`src/sv/arpc_pkg.sv`:
```
// ----------------------------------------------------------------------------
// Antenna rotor position controller package
// Shared widths, command codes, register indexes and the drive state record.
// ----------------------------------------------------------------------------
package arpc_pkg;

   localparam int ADC_BITS_DEF  = 10;
   localparam int AZ_BITS       = 10;
   localparam int QUO_BITS      = 9;
   localparam int OP_BITS       = 3;
   localparam int DIR_BITS      = 2;
   localparam int CSR_ADDR_BITS = 4;
   localparam int CSR_DATA_BITS = 32;
   localparam int CSR_IDX_LSB   = 2;

   localparam logic [OP_BITS-1:0] OP_SAMPLE = 3'd0;
   localparam logic [OP_BITS-1:0] OP_TURN   = 3'd1;
   localparam logic [OP_BITS-1:0] OP_PRESET = 3'd2;
   localparam logic [OP_BITS-1:0] OP_PARK   = 3'd3;
   localparam logic [OP_BITS-1:0] OP_STOP   = 3'd4;

   localparam logic [DIR_BITS-1:0] MV_NO  = 2'd0;
   localparam logic [DIR_BITS-1:0] MV_CW  = 2'd1;
   localparam logic [DIR_BITS-1:0] MV_CCW = 2'd2;

   localparam logic [1:0] REG_RAW_MIN = 2'd0;
   localparam logic [1:0] REG_RAW_MAX = 2'd1;
   localparam logic [1:0] REG_PARK    = 2'd2;
   localparam logic [1:0] REG_OFFSET  = 2'd3;

   localparam logic signed [AZ_BITS-1:0] AZ_FULL = 10'sd360;
   localparam logic signed [AZ_BITS-1:0] AZ_HALF = 10'sd180;
   localparam logic [QUO_BITS-1:0]       QUO_HALF = 9'd180;

   typedef struct packed {
      logic [DIR_BITS-1:0] motion;
      logic                auto_on;
      logic                cw;
      logic                ccw;
      logic                brake;
      logic                stopped;
   } drive_type;

endpackage

```
`src/sv/arpc_req_if.sv`:
```
// ----------------------------------------------------------------------------
// Rotor command channel
// Carries one command or position sample per beat.
// ----------------------------------------------------------------------------
interface arpc_req_if
   import arpc_pkg::*;
#(
   parameter int ADC_BITS = ADC_BITS_DEF
);
   logic                       valid;
   logic                       ready;
   logic [OP_BITS-1:0]         op;
   logic [ADC_BITS-1:0]        adc_sample;
   logic [DIR_BITS-1:0]        direction;
   logic signed [AZ_BITS-1:0]  target_azimuth;

   modport source (output valid, op, adc_sample, direction, target_azimuth, input ready);
   modport sink   (input valid, op, adc_sample, direction, target_azimuth, output ready);
endinterface

```
`src/sv/arpc_rsp_if.sv`:
```
// ----------------------------------------------------------------------------
// Rotor status channel
// Carries the drive outputs and position after each command, one per beat.
// ----------------------------------------------------------------------------
interface arpc_rsp_if
   import arpc_pkg::*;
();
   logic                       valid;
   logic                       ready;
   logic                       drive_cw;
   logic                       drive_ccw;
   logic                       brake_released;
   logic signed [AZ_BITS-1:0]  azimuth_now;
   logic [DIR_BITS-1:0]        motion;
   logic                       auto_active;
   logic                       stop_event;

   modport source (output valid, drive_cw, drive_ccw, brake_released, azimuth_now, motion,
                   auto_active, stop_event, input ready);
   modport sink   (input valid, drive_cw, drive_ccw, brake_released, azimuth_now, motion,
                   auto_active, stop_event, output ready);
endinterface

```
`src/sv/antenna_rotor_position_controller.sv`:
```
// ----------------------------------------------------------------------------
// Antenna rotor position controller
// Scales position samples to degrees with a bit-serial divider and drives the
// clockwise, counter-clockwise and brake outputs of an azimuth rotor.
// ----------------------------------------------------------------------------
// A command goes from the accepted beat to ST_FINISH; a sample passes ST_SCALE,
// the one-bit-per-cycle restoring divider in ST_DIV and ST_FIX, or only ST_SCALE
// when the span is empty or the reading lies at or beyond the clockwise end.
// One beat is in flight at a time, until its status is loaded into the output.
// Synchronous reset stops the rotor, engages the brake and restores the
// register defaults; a pending status beat is discarded.
// ----------------------------------------------------------------------------
module antenna_rotor_position_controller
   import arpc_pkg::*;
#(
   parameter int ADC_BITS = ADC_BITS_DEF
) (
   input  logic                     clock,
   input  logic                     reset,
   arpc_req_if.sink                 req,
   arpc_rsp_if.source               rsp,
   input  logic                     psel,
   input  logic                     penable,
   input  logic                     pwrite,
   input  logic [CSR_ADDR_BITS-1:0] paddr,
   input  logic [CSR_DATA_BITS-1:0] pwdata,
   output logic [CSR_DATA_BITS-1:0] prdata,
   output logic                     pready
);

   localparam int QW       = ADC_BITS + QUO_BITS;
   localparam int CNT_BITS = $clog2(QUO_BITS);
   localparam logic [QW-1:0]       SCALE_MUL = QW'(360);
   localparam logic [CNT_BITS-1:0] CNT_LAST  = CNT_BITS'(QUO_BITS - 1);

   typedef enum logic [2:0] {ST_IDLE, ST_SCALE, ST_DIV, ST_FIX, ST_FINISH} state_type;

   state_type                  state_ff, state_in;
   logic [ADC_BITS-1:0]        raw_min_ff, raw_max_ff;
   logic signed [AZ_BITS-1:0]  park_ff;
   logic                       offset_ff;
   logic signed [AZ_BITS-1:0]  azimuth_ff, azimuth_in;
   logic signed [AZ_BITS-1:0]  preset_ff, preset_in;
   drive_type                  drv_ff, drv_in;
   logic [OP_BITS-1:0]         op_ff;
   logic [ADC_BITS-1:0]        raw_ff;
   logic [DIR_BITS-1:0]        dir_ff;
   logic signed [AZ_BITS-1:0]  target_ff;
   logic [ADC_BITS-1:0]        span_ff, span_in;
   logic [ADC_BITS-1:0]        rem_ff, rem_in;
   logic [QUO_BITS-1:0]        qlo_ff, qlo_in;
   logic [QUO_BITS-1:0]        quo_ff, quo_in;
   logic [CNT_BITS-1:0]        cnt_ff, cnt_in;
   logic                       rsp_valid_ff, rsp_valid_in;
   drive_type                  out_ff, out_in;
   logic signed [AZ_BITS-1:0]  out_az_ff, out_az_in;

   logic                       req_take, csr_write, out_load;
   logic [1:0]                 csr_idx;
   logic [ADC_BITS-1:0]        span_w, dist_w;
   logic [QW-1:0]              prod_w;
   logic [ADC_BITS:0]          trial_w;
   logic                       fit_w;
   logic signed [AZ_BITS-1:0]  quo_s, round_s;
   drive_type                  cur_w, fin_w;

   function automatic drive_type stop_act(drive_type s, logic clr, logic offs);
      drive_type r;
      r        = s;
      r.motion = MV_NO;
      if (clr) begin
         r.auto_on = 1'b0;
      end
      r.cw  = 1'b0;
      r.ccw = 1'b0;
      if (offs) begin
         r.brake = 1'b0;
      end
      return r;
   endfunction

   function automatic drive_type turn_act(drive_type s, logic [DIR_BITS-1:0] dir, logic offs);
      drive_type r;
      logic      pin;
      r   = s;
      pin = (dir == MV_CW) ? s.cw : s.ccw;
      if (!pin) begin
         if (r.brake) begin
            r = stop_act(r, 1'b0, offs);
         end
         r.brake = 1'b1;
         if (dir == MV_CW) begin
            r.cw = 1'b1;
         end else begin
            r.ccw = 1'b1;
         end
         r.motion = dir;
      end
      return r;
   endfunction

   function automatic drive_type seek_act(drive_type s, logic signed [AZ_BITS-1:0] az,
                                          logic signed [AZ_BITS-1:0] goal, logic offs);
      drive_type r;
      r = s;
      if (az < goal) begin
         r.auto_on = 1'b1;
         r         = turn_act(r, MV_CW, offs);
      end else if (az > goal) begin
         r.auto_on = 1'b1;
         r         = turn_act(r, MV_CCW, offs);
      end else begin
         r         = stop_act(r, 1'b1, offs);
         r.stopped = 1'b1;
      end
      return r;
   endfunction

   assign pready    = 1'b1;
   assign csr_idx   = paddr[CSR_IDX_LSB +: 2];
   assign csr_write = psel && penable && pwrite;

   always_comb begin
      case (csr_idx)
         REG_RAW_MIN: prdata = CSR_DATA_BITS'(raw_min_ff);
         REG_RAW_MAX: prdata = CSR_DATA_BITS'(raw_max_ff);
         REG_PARK:    prdata = CSR_DATA_BITS'(unsigned'(park_ff));
         REG_OFFSET:  prdata = CSR_DATA_BITS'(offset_ff);
         default:     prdata = '0;
      endcase
   end

   assign req.ready          = (state_ff == ST_IDLE);
   assign req_take           = req.valid && req.ready;
   assign rsp.valid          = rsp_valid_ff;
   assign rsp.drive_cw       = out_ff.cw;
   assign rsp.drive_ccw      = out_ff.ccw;
   assign rsp.brake_released = out_ff.brake;
   assign rsp.azimuth_now    = out_az_ff;
   assign rsp.motion         = out_ff.motion;
   assign rsp.auto_active    = out_ff.auto_on;
   assign rsp.stop_event     = out_ff.stopped;

   assign span_w  = raw_max_ff - raw_min_ff;
   assign dist_w  = (raw_ff > raw_min_ff) ? (raw_ff - raw_min_ff) : '0;
   assign prod_w  = {{QUO_BITS{1'b0}}, dist_w} * SCALE_MUL;
   assign trial_w = {rem_ff, qlo_ff[QUO_BITS-1]};
   assign fit_w   = (trial_w >= {1'b0, span_ff});
   assign quo_s   = signed'({1'b0, quo_ff});
   assign round_s = ((quo_ff < QUO_HALF) && (rem_ff != '0)) ? AZ_BITS'(1) : '0;

   assign cur_w = '{motion: drv_ff.motion, auto_on: drv_ff.auto_on, cw: drv_ff.cw,
                    ccw: drv_ff.ccw, brake: drv_ff.brake, stopped: 1'b0};

   always_comb begin
      fin_w     = cur_w;
      preset_in = preset_ff;
      case (op_ff)
         OP_SAMPLE: begin
            if (drv_ff.auto_on) begin
               if (((drv_ff.motion == MV_CCW) && (preset_ff >= azimuth_ff)) ||
                   ((drv_ff.motion == MV_CW) && (preset_ff <= azimuth_ff)) ||
                   ((drv_ff.motion != MV_CCW) && (drv_ff.motion != MV_CW))) begin
                  fin_w         = stop_act(cur_w, 1'b1, offset_ff);
                  fin_w.stopped = 1'b1;
               end
            end else if (((drv_ff.motion == MV_CCW) && (raw_ff <= raw_min_ff)) ||
                         ((drv_ff.motion == MV_CW) && (raw_ff >= raw_max_ff))) begin
               fin_w         = stop_act(cur_w, 1'b1, offset_ff);
               fin_w.stopped = 1'b1;
            end
         end
         OP_TURN: begin
            if ((dir_ff == MV_CW) || (dir_ff == MV_CCW)) begin
               fin_w = turn_act(cur_w, dir_ff, offset_ff);
            end else begin
               fin_w         = stop_act(cur_w, 1'b1, offset_ff);
               fin_w.stopped = 1'b1;
            end
         end
         OP_PRESET: begin
            preset_in = target_ff;
            fin_w     = seek_act(cur_w, azimuth_ff, target_ff, offset_ff);
         end
         OP_PARK: begin
            preset_in = park_ff;
            fin_w     = seek_act(cur_w, azimuth_ff, park_ff, offset_ff);
         end
         OP_STOP: begin
            fin_w         = stop_act(cur_w, 1'b1, offset_ff);
            fin_w.stopped = 1'b1;
         end
         default: begin
            fin_w = cur_w;
         end
      endcase
   end

   assign out_load = (state_ff == ST_FINISH) && (!rsp_valid_ff || rsp.ready);

   always_comb begin
      state_in     = state_ff;
      azimuth_in   = azimuth_ff;
      drv_in       = drv_ff;
      span_in      = span_ff;
      rem_in       = rem_ff;
      qlo_in       = qlo_ff;
      quo_in       = quo_ff;
      cnt_in       = cnt_ff;
      out_in       = out_ff;
      out_az_in    = out_az_ff;
      rsp_valid_in = rsp_valid_ff && !rsp.ready;
      case (state_ff)
         ST_IDLE: begin
            if (req_take) begin
               state_in = (req.op == OP_SAMPLE) ? ST_SCALE : ST_FINISH;
            end
         end
         ST_SCALE: begin
            span_in = span_w;
            rem_in  = prod_w[QW-1 -: ADC_BITS];
            qlo_in  = prod_w[QUO_BITS-1:0];
            quo_in  = '0;
            cnt_in  = '0;
            if (raw_max_ff <= raw_min_ff) begin
               azimuth_in = '0;
               state_in   = ST_FINISH;
            end else if (dist_w >= span_w) begin
               azimuth_in = offset_ff ? AZ_HALF : AZ_FULL;
               state_in   = ST_FINISH;
            end else begin
               state_in = ST_DIV;
            end
         end
         ST_DIV: begin
            rem_in = fit_w ? ADC_BITS'(trial_w - {1'b0, span_ff}) : trial_w[ADC_BITS-1:0];
            qlo_in = {qlo_ff[QUO_BITS-2:0], 1'b0};
            quo_in = {quo_ff[QUO_BITS-2:0], fit_w};
            cnt_in = cnt_ff + 1'b1;
            if (cnt_ff == CNT_LAST) begin
               state_in = ST_FIX;
            end
         end
         ST_FIX: begin
            azimuth_in = offset_ff ? (quo_s - AZ_HALF + round_s) : quo_s;
            state_in   = ST_FINISH;
         end
         ST_FINISH: begin
            if (out_load) begin
               drv_in       = fin_w;
               out_in       = fin_w;
               out_az_in    = azimuth_ff;
               rsp_valid_in = 1'b1;
               state_in     = ST_IDLE;
            end
         end
         default: begin
            state_in = ST_IDLE;
         end
      endcase
   end

   always_ff @(posedge clock) begin
      if (reset) begin
         state_ff     <= ST_IDLE;
         rsp_valid_ff <= 1'b0;
         raw_min_ff   <= '0;
         raw_max_ff   <= '1;
         park_ff      <= '0;
         offset_ff    <= 1'b0;
         azimuth_ff   <= '0;
         preset_ff    <= '0;
         drv_ff       <= '0;
      end else begin
         state_ff     <= state_in;
         rsp_valid_ff <= rsp_valid_in;
         azimuth_ff   <= azimuth_in;
         drv_ff       <= drv_in;
         if (out_load) begin
            preset_ff <= preset_in;
         end
         if (csr_write) begin
            case (csr_idx)
               REG_RAW_MIN: raw_min_ff <= pwdata[ADC_BITS-1:0];
               REG_RAW_MAX: raw_max_ff <= pwdata[ADC_BITS-1:0];
               REG_PARK:    park_ff    <= signed'(pwdata[AZ_BITS-1:0]);
               REG_OFFSET:  offset_ff  <= pwdata[0];
               default:     offset_ff  <= offset_ff;
            endcase
         end
      end
      if (req_take) begin
         op_ff     <= req.op;
         raw_ff    <= req.adc_sample;
         dir_ff    <= req.direction;
         target_ff <= req.target_azimuth;
      end
      span_ff   <= span_in;
      rem_ff    <= rem_in;
      qlo_ff    <= qlo_in;
      quo_ff    <= quo_in;
      cnt_ff    <= cnt_in;
      out_ff    <= out_in;
      out_az_ff <= out_az_in;
   end

   a_pins_exclusive: assert property (@(posedge clock) disable iff (reset)
      !(drv_ff.cw && drv_ff.ccw) && (drv_ff.brake || (!drv_ff.cw && !drv_ff.ccw)))
      else $error("both drive pins high or a pin high with the brake engaged");

   a_motion_pins: assert property (@(posedge clock) disable iff (reset)
      ((drv_ff.motion == MV_CW) == drv_ff.cw) && ((drv_ff.motion == MV_CCW) == drv_ff.ccw))
      else $error("motion code disagrees with drive pins");

   a_one_in_flight: assert property (@(posedge clock) disable iff (reset)
      req_take |=> !req.ready)
      else $error("second beat accepted while one is in flight");

endmodule

```
`src/flat_wrapper.sv`:
```
// flat-port wrapper written by rule: the top's interface ports become plain ports
module antenna_rotor_position_controller_flat import arpc_pkg::*;
#(
   parameter int ADC_BITS = ADC_BITS_DEF
)
  (clock, reset, psel, penable, pwrite, paddr, pwdata, prdata, pready, req_valid, req_op, req_adc_sample, req_direction, req_target_azimuth, req_ready, rsp_valid, rsp_drive_cw, rsp_drive_ccw, rsp_brake_released, rsp_azimuth_now, rsp_motion, rsp_auto_active, rsp_stop_event, rsp_ready);
  arpc_req_if #(.ADC_BITS(ADC_BITS)) req_i ();
  arpc_rsp_if rsp_i ();
  input  logic clock;
  input  logic reset;
  input  logic psel;
  input  logic penable;
  input  logic pwrite;
  input  logic [CSR_ADDR_BITS-1:0] paddr;
  input  logic [CSR_DATA_BITS-1:0] pwdata;
  output logic [CSR_DATA_BITS-1:0] prdata;
  output logic pready;
  input wire logic [$bits(req_i.valid)-1:0] req_valid;
  input wire logic [$bits(req_i.op)-1:0] req_op;
  input wire logic [$bits(req_i.adc_sample)-1:0] req_adc_sample;
  input wire logic [$bits(req_i.direction)-1:0] req_direction;
  input wire logic [$bits(req_i.target_azimuth)-1:0] req_target_azimuth;
  output wire logic [$bits(req_i.ready)-1:0] req_ready;
  output wire logic [$bits(rsp_i.valid)-1:0] rsp_valid;
  output wire logic [$bits(rsp_i.drive_cw)-1:0] rsp_drive_cw;
  output wire logic [$bits(rsp_i.drive_ccw)-1:0] rsp_drive_ccw;
  output wire logic [$bits(rsp_i.brake_released)-1:0] rsp_brake_released;
  output wire logic [$bits(rsp_i.azimuth_now)-1:0] rsp_azimuth_now;
  output wire logic [$bits(rsp_i.motion)-1:0] rsp_motion;
  output wire logic [$bits(rsp_i.auto_active)-1:0] rsp_auto_active;
  output wire logic [$bits(rsp_i.stop_event)-1:0] rsp_stop_event;
  input wire logic [$bits(rsp_i.ready)-1:0] rsp_ready;
  assign req_i.valid = req_valid;
  assign req_i.op = req_op;
  assign req_i.adc_sample = req_adc_sample;
  assign req_i.direction = req_direction;
  assign req_i.target_azimuth = req_target_azimuth;
  assign req_ready = req_i.ready;
  assign rsp_valid = rsp_i.valid;
  assign rsp_drive_cw = rsp_i.drive_cw;
  assign rsp_drive_ccw = rsp_i.drive_ccw;
  assign rsp_brake_released = rsp_i.brake_released;
  assign rsp_azimuth_now = rsp_i.azimuth_now;
  assign rsp_motion = rsp_i.motion;
  assign rsp_auto_active = rsp_i.auto_active;
  assign rsp_stop_event = rsp_i.stop_event;
  assign rsp_i.ready = rsp_ready;
  antenna_rotor_position_controller #(.ADC_BITS(ADC_BITS)) u_core (.clock(clock), .reset(reset), .req(req_i), .rsp(rsp_i), .psel(psel), .penable(penable), .pwrite(pwrite), .paddr(paddr), .pwdata(pwdata), .prdata(prdata), .pready(pready));
endmodule
```
`config.mk`:
```
export PLATFORM = sky130hd
export DESIGN_NAME = antenna_rotor_position_controller_flat
export DESIGN_NICKNAME = d
export VERILOG_FILES = /design/src/sv/arpc_pkg.sv /design/src/sv/arpc_req_if.sv /design/src/sv/arpc_rsp_if.sv /design/src/sv/antenna_rotor_position_controller.sv /design/src/flat_wrapper.sv
export SDC_FILE = /design/constraint.sdc
export NUM_CORES = 1
export LEC_CHECK = 0
export BUFFER_PORTS_ARGS = -buffer_cell sky130_fd_sc_hd__buf_4
export CAP_MARGIN = 25
export CORE_MARGIN = 2
export CORE_UTILIZATION = 60
export DETAILED_ROUTE_END_ITERATION = 8
export PLACE_DENSITY_LB_ADDON = 0.25
export SETUP_SLACK_MARGIN = 0.3
export SYNTH_ARGS = -nofsm -noshare
export SYNTH_HDL_FRONTEND = slang
export SYNTH_SLANG_ARGS = --single-unit
```
`constraint.sdc`:
```
create_clock -name clock -period 7.8 [get_ports clock]
set_clock_uncertainty 0.2 [all_clocks]
set_input_delay 1.17 -clock clock [delete_from_list [all_inputs] [get_ports clock]]
set_output_delay 1.17 -clock clock [all_outputs]
set_load 0.05 [all_outputs]
```
After elaboration in Yosys (flattened, before gate mapping). Index checks and enable logic that the tools add are counted.

Flip-flop bits (word level): 145. Input port bits: 68. Output and inout port bits: 52. Word-level logic and storage cells: 148.

Add/subtract/negate cells: 6. Multiply operators: 1. $lt $le $gt $ge: 13. Equal/unequal tests: 22. Muxes and demuxes: 43. Reductions and logical operators: 34.

Operators with widths (number): 32-bit one-hot mux with 4 select lines (1); 7-bit two-way mux (11); 10-bit one-hot mux with 2 select lines (3); 10-bit two-way mux (5); 9-bit one-hot mux with 2 select lines (2); 7-bit one-hot mux with 5 select lines (1); 10-bit >= comparator (3); 10-bit > comparator (3); 10-bit less-or-equal comparator (3); 10-bit subtractor (3); 3-bit two-way mux (7); 10-bit less-than comparator (2); 10-bit by 6-bit multiplier with 16-bit output (second input constant) (1); 3-bit one-hot mux with 5 select lines (1); 2-bit AND reduction (7); 3-bit by 2-bit equality test with 1-bit output (second input constant) (4); 11-bit by 10-bit >= comparator with 1-bit output (1); 1-bit logical AND (11); 10-bit adder (1); 10-bit nonzero test (1); 9-bit by 8-bit subtractor with 10-bit output (second input constant) (1); 3-bit logical NOT (3); 9-bit by 8-bit less-than comparator with 1-bit output (second input constant) (1); 9-bit two-way mux (1); other kinds (17) (42).

Depth between registers and ports, before layout.
Depth after elaboration: 7. Mapped depth: 24. Gate-level depth less buffers: 24.

Worst setup path before layout. OpenSTA, ideal clock, no wires.

Path type: register -> register. From: register u_core.raw_ff[5]. To: register u_core.rem_ff[8] (data pin). Setup time: 284 ps. Arrival: 5089 ps. Required time: 7316 ps. Path slack: 2227 ps. Cell stages (with the launch flop): 23. Path buffers: 2. Clock period less this slack: 5573 ps. Cell sequence: edfxtp_1 -> ha_1 -> buf_6 -> a21o_1 -> a31oi_1 -> a21boi_2 -> o22a_1 -> clkbuf_1 -> nor2_1 -> ha_1 -> ha_1 -> inv_1 -> fa_1 -> inv_1 -> ha_1 -> fa_1 -> a21o_1 -> a21oi_1 -> o21bai_1 -> a2111oi_0 -> o41ai_1 -> xnor2_1 -> mux2i_1.

Longest elaborated chain between the ends: 4. Elaborated cells on any way between the ends: 5. Classes of those cells: add/sub: 1; mul: 1; order compare: 1; mux: 2.

RTL lines: start: declaration (RTL line antenna_rotor_position_controller.sv:46) `logic [ADC_BITS-1:0] raw_ff;`; start signal: assignment (RTL line antenna_rotor_position_controller.sv:294) `raw_ff <= req.adc_sample;`; 10-bit subtractor / 10-bit > comparator (equally long branches) (RTL line antenna_rotor_position_controller.sv:145) `assign dist_w = (raw_ff > raw_min_ff) ? (raw_ff - raw_min_ff) : '0;`; 10-bit two-way mux * (RTL line antenna_rotor_position_controller.sv:145); 10-bit by 6-bit multiplier with 16-bit output * (RTL line antenna_rotor_position_controller.sv:146) `assign prod_w = {{QUO_BITS{1'b0}}, dist_w} * SCALE_MUL;`; 10-bit one-hot mux with 2 select lines * (RTL line antenna_rotor_position_controller.sv:213) `case (state_ff)`; via u_core.rem_in[8] (RTL line antenna_rotor_position_controller.sv:50) `logic [ADC_BITS-1:0] rem_ff, rem_in;`; end signal: assignment (RTL line antenna_rotor_position_controller.sv:299) `rem_ff <= rem_in;`; end: declaration (RTL line antenna_rotor_position_controller.sv:50).

Mark *: on every way through the listed nets, which the timed path passes. The rest lies on a longest branch. A chain may end at the register's enable or synchronous reset.

Worst setup path after layout.
From: register u_core.raw_min_ff[0]. To: register u_core.rem_ff[8] (data pin).

Longest elaborated chain between the ends: 4. Elaborated cells on any way between the ends: 5. Classes of those cells: add/sub: 1; mul: 1; order compare: 1; mux: 2.

RTL lines: start: declaration (RTL line antenna_rotor_position_controller.sv:39) `logic [ADC_BITS-1:0] raw_min_ff, raw_max_ff;`; start signal: assignment (RTL line antenna_rotor_position_controller.sv:284) `REG_RAW_MIN: raw_min_ff <= pwdata[ADC_BITS-1:0];`; 10-bit subtractor / 10-bit > comparator (equally long branches) (RTL line antenna_rotor_position_controller.sv:145); 10-bit two-way mux * (RTL line antenna_rotor_position_controller.sv:145); 10-bit by 6-bit multiplier with 16-bit output * (RTL line antenna_rotor_position_controller.sv:146); 10-bit one-hot mux with 2 select lines * (RTL line antenna_rotor_position_controller.sv:213); via u_core.rem_in[8] (RTL line antenna_rotor_position_controller.sv:50).

Marked as above.

==> reports/results.env <==
POST_CTS.RESIZED_INSTANCES=0
CTS-ROOT-BUF='clkbuf_16'
POST-ROUTE-DRC-COUNT=0
DIODES=0
FINAL_MIN_PERIOD_OVER_CLOCK_PERIOD_PCT=78.0
SYNTH-EDFF-COUNT=81
PEAKVDDDROP_V=0.000177
POST-DP-HPWL_UM=19500
FIRST_PASS_GRT_WIRE_LENGTH_UM=40700
IO_BUFFERS=72
POWER.STATIC_LEAKAGE_nW=5.16
HTREEDEPTH=4
SYNTH_TOP_CELL_AREA_SHARE_PCT=23.3
OUTCOME='finished clean'
CTS.SINK_COUNT=142
YOSYS.AREA.TOP_TYPE='edfxtp_1'
YS_DOMINANT_REG_CELL='edfxtp_1'
VIAS=8680
TIMING.HOLD.WS_PS=274
TIMING.CRITICAL_PATH.CELLS='ha_1, inv_1, fa_1, nand3_1, nand2_1, a21boi_2, o22a_1, nor2_1, ha_1, ha_1, inv_1, fa_1, inv_1, ha_1, fa_1, a21o_1, a21oi_1, o21bai_1, a2111oi_0, o41ai_1, xnor2_1, mux2i_1'
CP_MAX_FO=11
WIRE_LENGTH_PER_CELL_AFTER_DETAILED_ROUTING_UM=17.4
FINALSETUPVIOLATIONS=0
MIN_PATH_TYPE='flip-flop to flip-flop'
NUMBER_OF_CLOCK_BUFFERS_INSERTED_BY_TRITONCTS=17
LAYOUT-DRIVE-GT1-SHARE_PCT=11.3
INITIAL_ANTENNA_VIOLATION_COUNT=0
SYN2LAYOUT_AREA_GROWTH_PCT=12.0
DETAIL_ROUTE.WIRELENGTH.MET1_UM=11600
DIE-AREA_MM2=0.0185
DR_WL_MET2_UM=11600
TIMING_MAX_TRANSITION_VIOLATIONS_FINAL=0
CTS-HOLD-FIX-BUFFERS=0
CRITPATHMOSTFREQUENTCELL='ha_1'
CORE_AREA_MM2=0.0172
TOTAL_POWER_DENSITY_PER_CELL_AREA_mW_PER_MM2=220
GP_CONGESTION=0.943
DESIGN.PORTCOUNT=120
MAX_CAP_VIOL_COUNT=0
DRT-INITIAL-DRC-COUNT=661
SYNTH_CELL_TYPES=85
POSTSYNTHAREAPERCELL_UM2=9.00
GLOBALROUTE.TOTALOVERFLOW=0
WORST_R2R_STARTPOINT='u_core.raw_min_ff[0]'
VIAS_IN_THE_FIRST_GLOBAL_ROUTE=8074
SLOWEST_DELAY_PS=600
NUMBER_OF_OPTIMIZATION_ITERATIONS_IN_THE_FIRST_DETAILED_ROUTE_PASS=5
PLACEMENT_ROWS=48
SYNTH_ASYNC_SR_FLOP_SHARE_PCT=0
FINAL_NETS=1422
SYN-INSTANCE-COUNT=1160
DR_WL_MET3_UM=1860
WORST_SKEW_PAIR.LATE_LATENCY_PS=430
PERIOD_MINUS_SLACK_PS=6080
TOTALWIRELENGTH_UM=25400
DETAIL-ROUTE-ANTENNA-NETS=0
CP-END-KIND='flip-flop'
MAXIMUM_OPERATING_FREQUENCY_MHz=164
WORSTSETUPSTARTPOINTTYPE='flip-flop'
SLEW_HEADROOM_PCT=32.1
NUMBER_OF_WARNING_MESSAGES_IN_THE_YOSYS_LOG=0
YOSYSSEQAREASHARE_PCT=35.0
FINAL_HOLD_VIOL_COUNT=0
GRT_START_MAX_NET_PINS=53
HIGHEST_LAYER='met4'
WORST_SLEW_PIN_SLEW_PS=1010
TRITONCTS_CLOCK_TREE='built'
INITIAL_UTILIZATION_PCT=60.8
GRT_USAGE_PCT=28.6
CTS.CLK_SLEW.WORST_PATHS_PS=60
WORST-ENDPOINT-REQUIRED_PS=7770
CRITICALPATHCATEGORY='flip-flop to flip-flop'
GRT_SETUP_UNREPAIRED='false'
TIMING.HOLD.WORST.START='u_core.park_ff[9]'
AREA_CONTRIBUTORS_POST_SYNTH='edfxtp_1 (23%), ha_1 (14%), dfxtp_1 (12%)'
AVGVIACOUNTPERCELL=5.95
MAPPEDNETLISTAREA_MM2=0.0104
CRITPATHLAUNCH='u_core.raw_min_ff[0]'
WORST_PATH_MAX_DELAY_CELL='a2111oi_0'
WORST_EP_ARRIVAL_PS=6050
TOTALNEGATIVESETUPSLACK_PS=0
SYNTH-SEQ-CELLS=142
POST_CTS.REPAIR.SETUP_BUFFERS=0
CHIPHEIGHT_UM=136
CTSLONGESTPATHBUFFERS=2
DIE_X_UM=136
area by class of cell:
type,count,area (um2)
multi-input combinational,847,6050
fill,1400,5490
sequential,142,3650
timing repair buffer,79,597
clock buffer,23,512
inverter,135,507
tap,225,282
clock inverter,9,90.1
registers in the layout (all words and copies together) (netlist names), 4 cells and up:
register / count
u_core.target_ff: 10
u_core.span_ff: 10
u_core.cur_w: 6
u_core.rem_ff: 10
u_core.raw_min_ff: 10
u_core.raw_ff: 10
u_core.rsp.azimuth_now: 10
u_core.park_ff: 10
u_core.qlo_ff: 6
u_core.azimuth_ff: 10
u_core.preset_ff: 10
u_core.quo_ff: 9
u_core.raw_max_ff: 10
u_core.cnt_ff: 4
path summary, 6_finish.rpt:
kind / end / slack, ps / depth (start not counted)
max: u_core.rem_ff[8] / 1720 / 22
min: u_core.park_ff[9] / 270 / 2
max reg2reg: u_core.rem_ff[8] / 1720 / 22
min reg2reg: u_core.park_ff[9] / 270 / 2
report_power, final:
| part | internal [mW] | leakage (nW) | switching (mW) |
|---|---|---|---|
| registers | 0.853 | 1.25 | 0.0221 |
| clock network | 0.500 | 0.304 | 0.327 |
| logic | 0.348 | 3.61 | 0.523 |
| total | 1.70 | 5.16 | 0.872 |
kinds of logic after synthesis:
kind of cell    share of synthesized area, %
other cells                           0.0720
xor+xnor                                3.11
simple gates                            16.0
buf+inv                                 7.85
compound gates                          17.3
mux                                     3.67
fa+ha+maj                               17.0
flops                                   35.0
routing by layer:
layer / vias to the layer above / track usage [%]
li1: 4208 / -
met1: 4084 / 40.3
met2: 355 / 45.5
met3: 33 / 5.37
met4: 0 / 7.41
met5: - / 0
cells in the mapped netlist (all sizes together), types with 6 or more instances:
master,number
nor2,102
a31oi,11
a21boi,6
o21a,10
xnor2,26
edfxtp,81
or3,12
mux2i,36
nand2b,19
a21o,15
inv,134
a211oi,29
a2111oi,8
nand2,107
nand4,10
nor2b,14
buf,29
clkbuf,28
fa,16
and2,12
nor4,6
xor2,11
or2,10
o21ai,48
dfxtp,61
nand3,19
o211ai,15
a211o,6
ha,116
a21oi,68
nor3,30
layout by cell type, fill, tap and decap left out, drive strengths merged, types with 26 or more instances in the layout:
master  synthesis  layout
o21ai          48      48
dfxtp          61      61
nor2          102     102
mux2i          36      36
inv           134     141
nor3           30      30
edfxtp         81      81
ha            116     116
buf            29      79
nand2         107     107
a21oi          68      68
xnor2          26      26
a211oi         29      29
stage by stage:
stage | worst slack (ps) | instance area [um2] | util (%) | power [mW] | cells
floorplan | 2230 | 10500 | - | 1.57 | 1181
global placement | 1850 | 11100 | 64.5 | 1.72 | 1427
detailed placement | 1780 | 11100 | 64.6 | 1.75 | 1428
CTS | 1740 | 11700 | 68.1 | 2.57 | 1460
global route | 1320 | 11700 | 68.1 | 2.72 | 1460
finish | 1720 | 11700 | 68.1 | 2.57 | 1460
worst max-delay path: cells and delay by family, from the launching register on:
family	cells	cell delay, ps
simple gates	3	450
flops	1	430
buf+inv	3	150
fa+ha+maj	7	2410
xor+xnor	1	170
compound gates	7	1920
mux	1	80
Power figures use the tool's default switching activity.
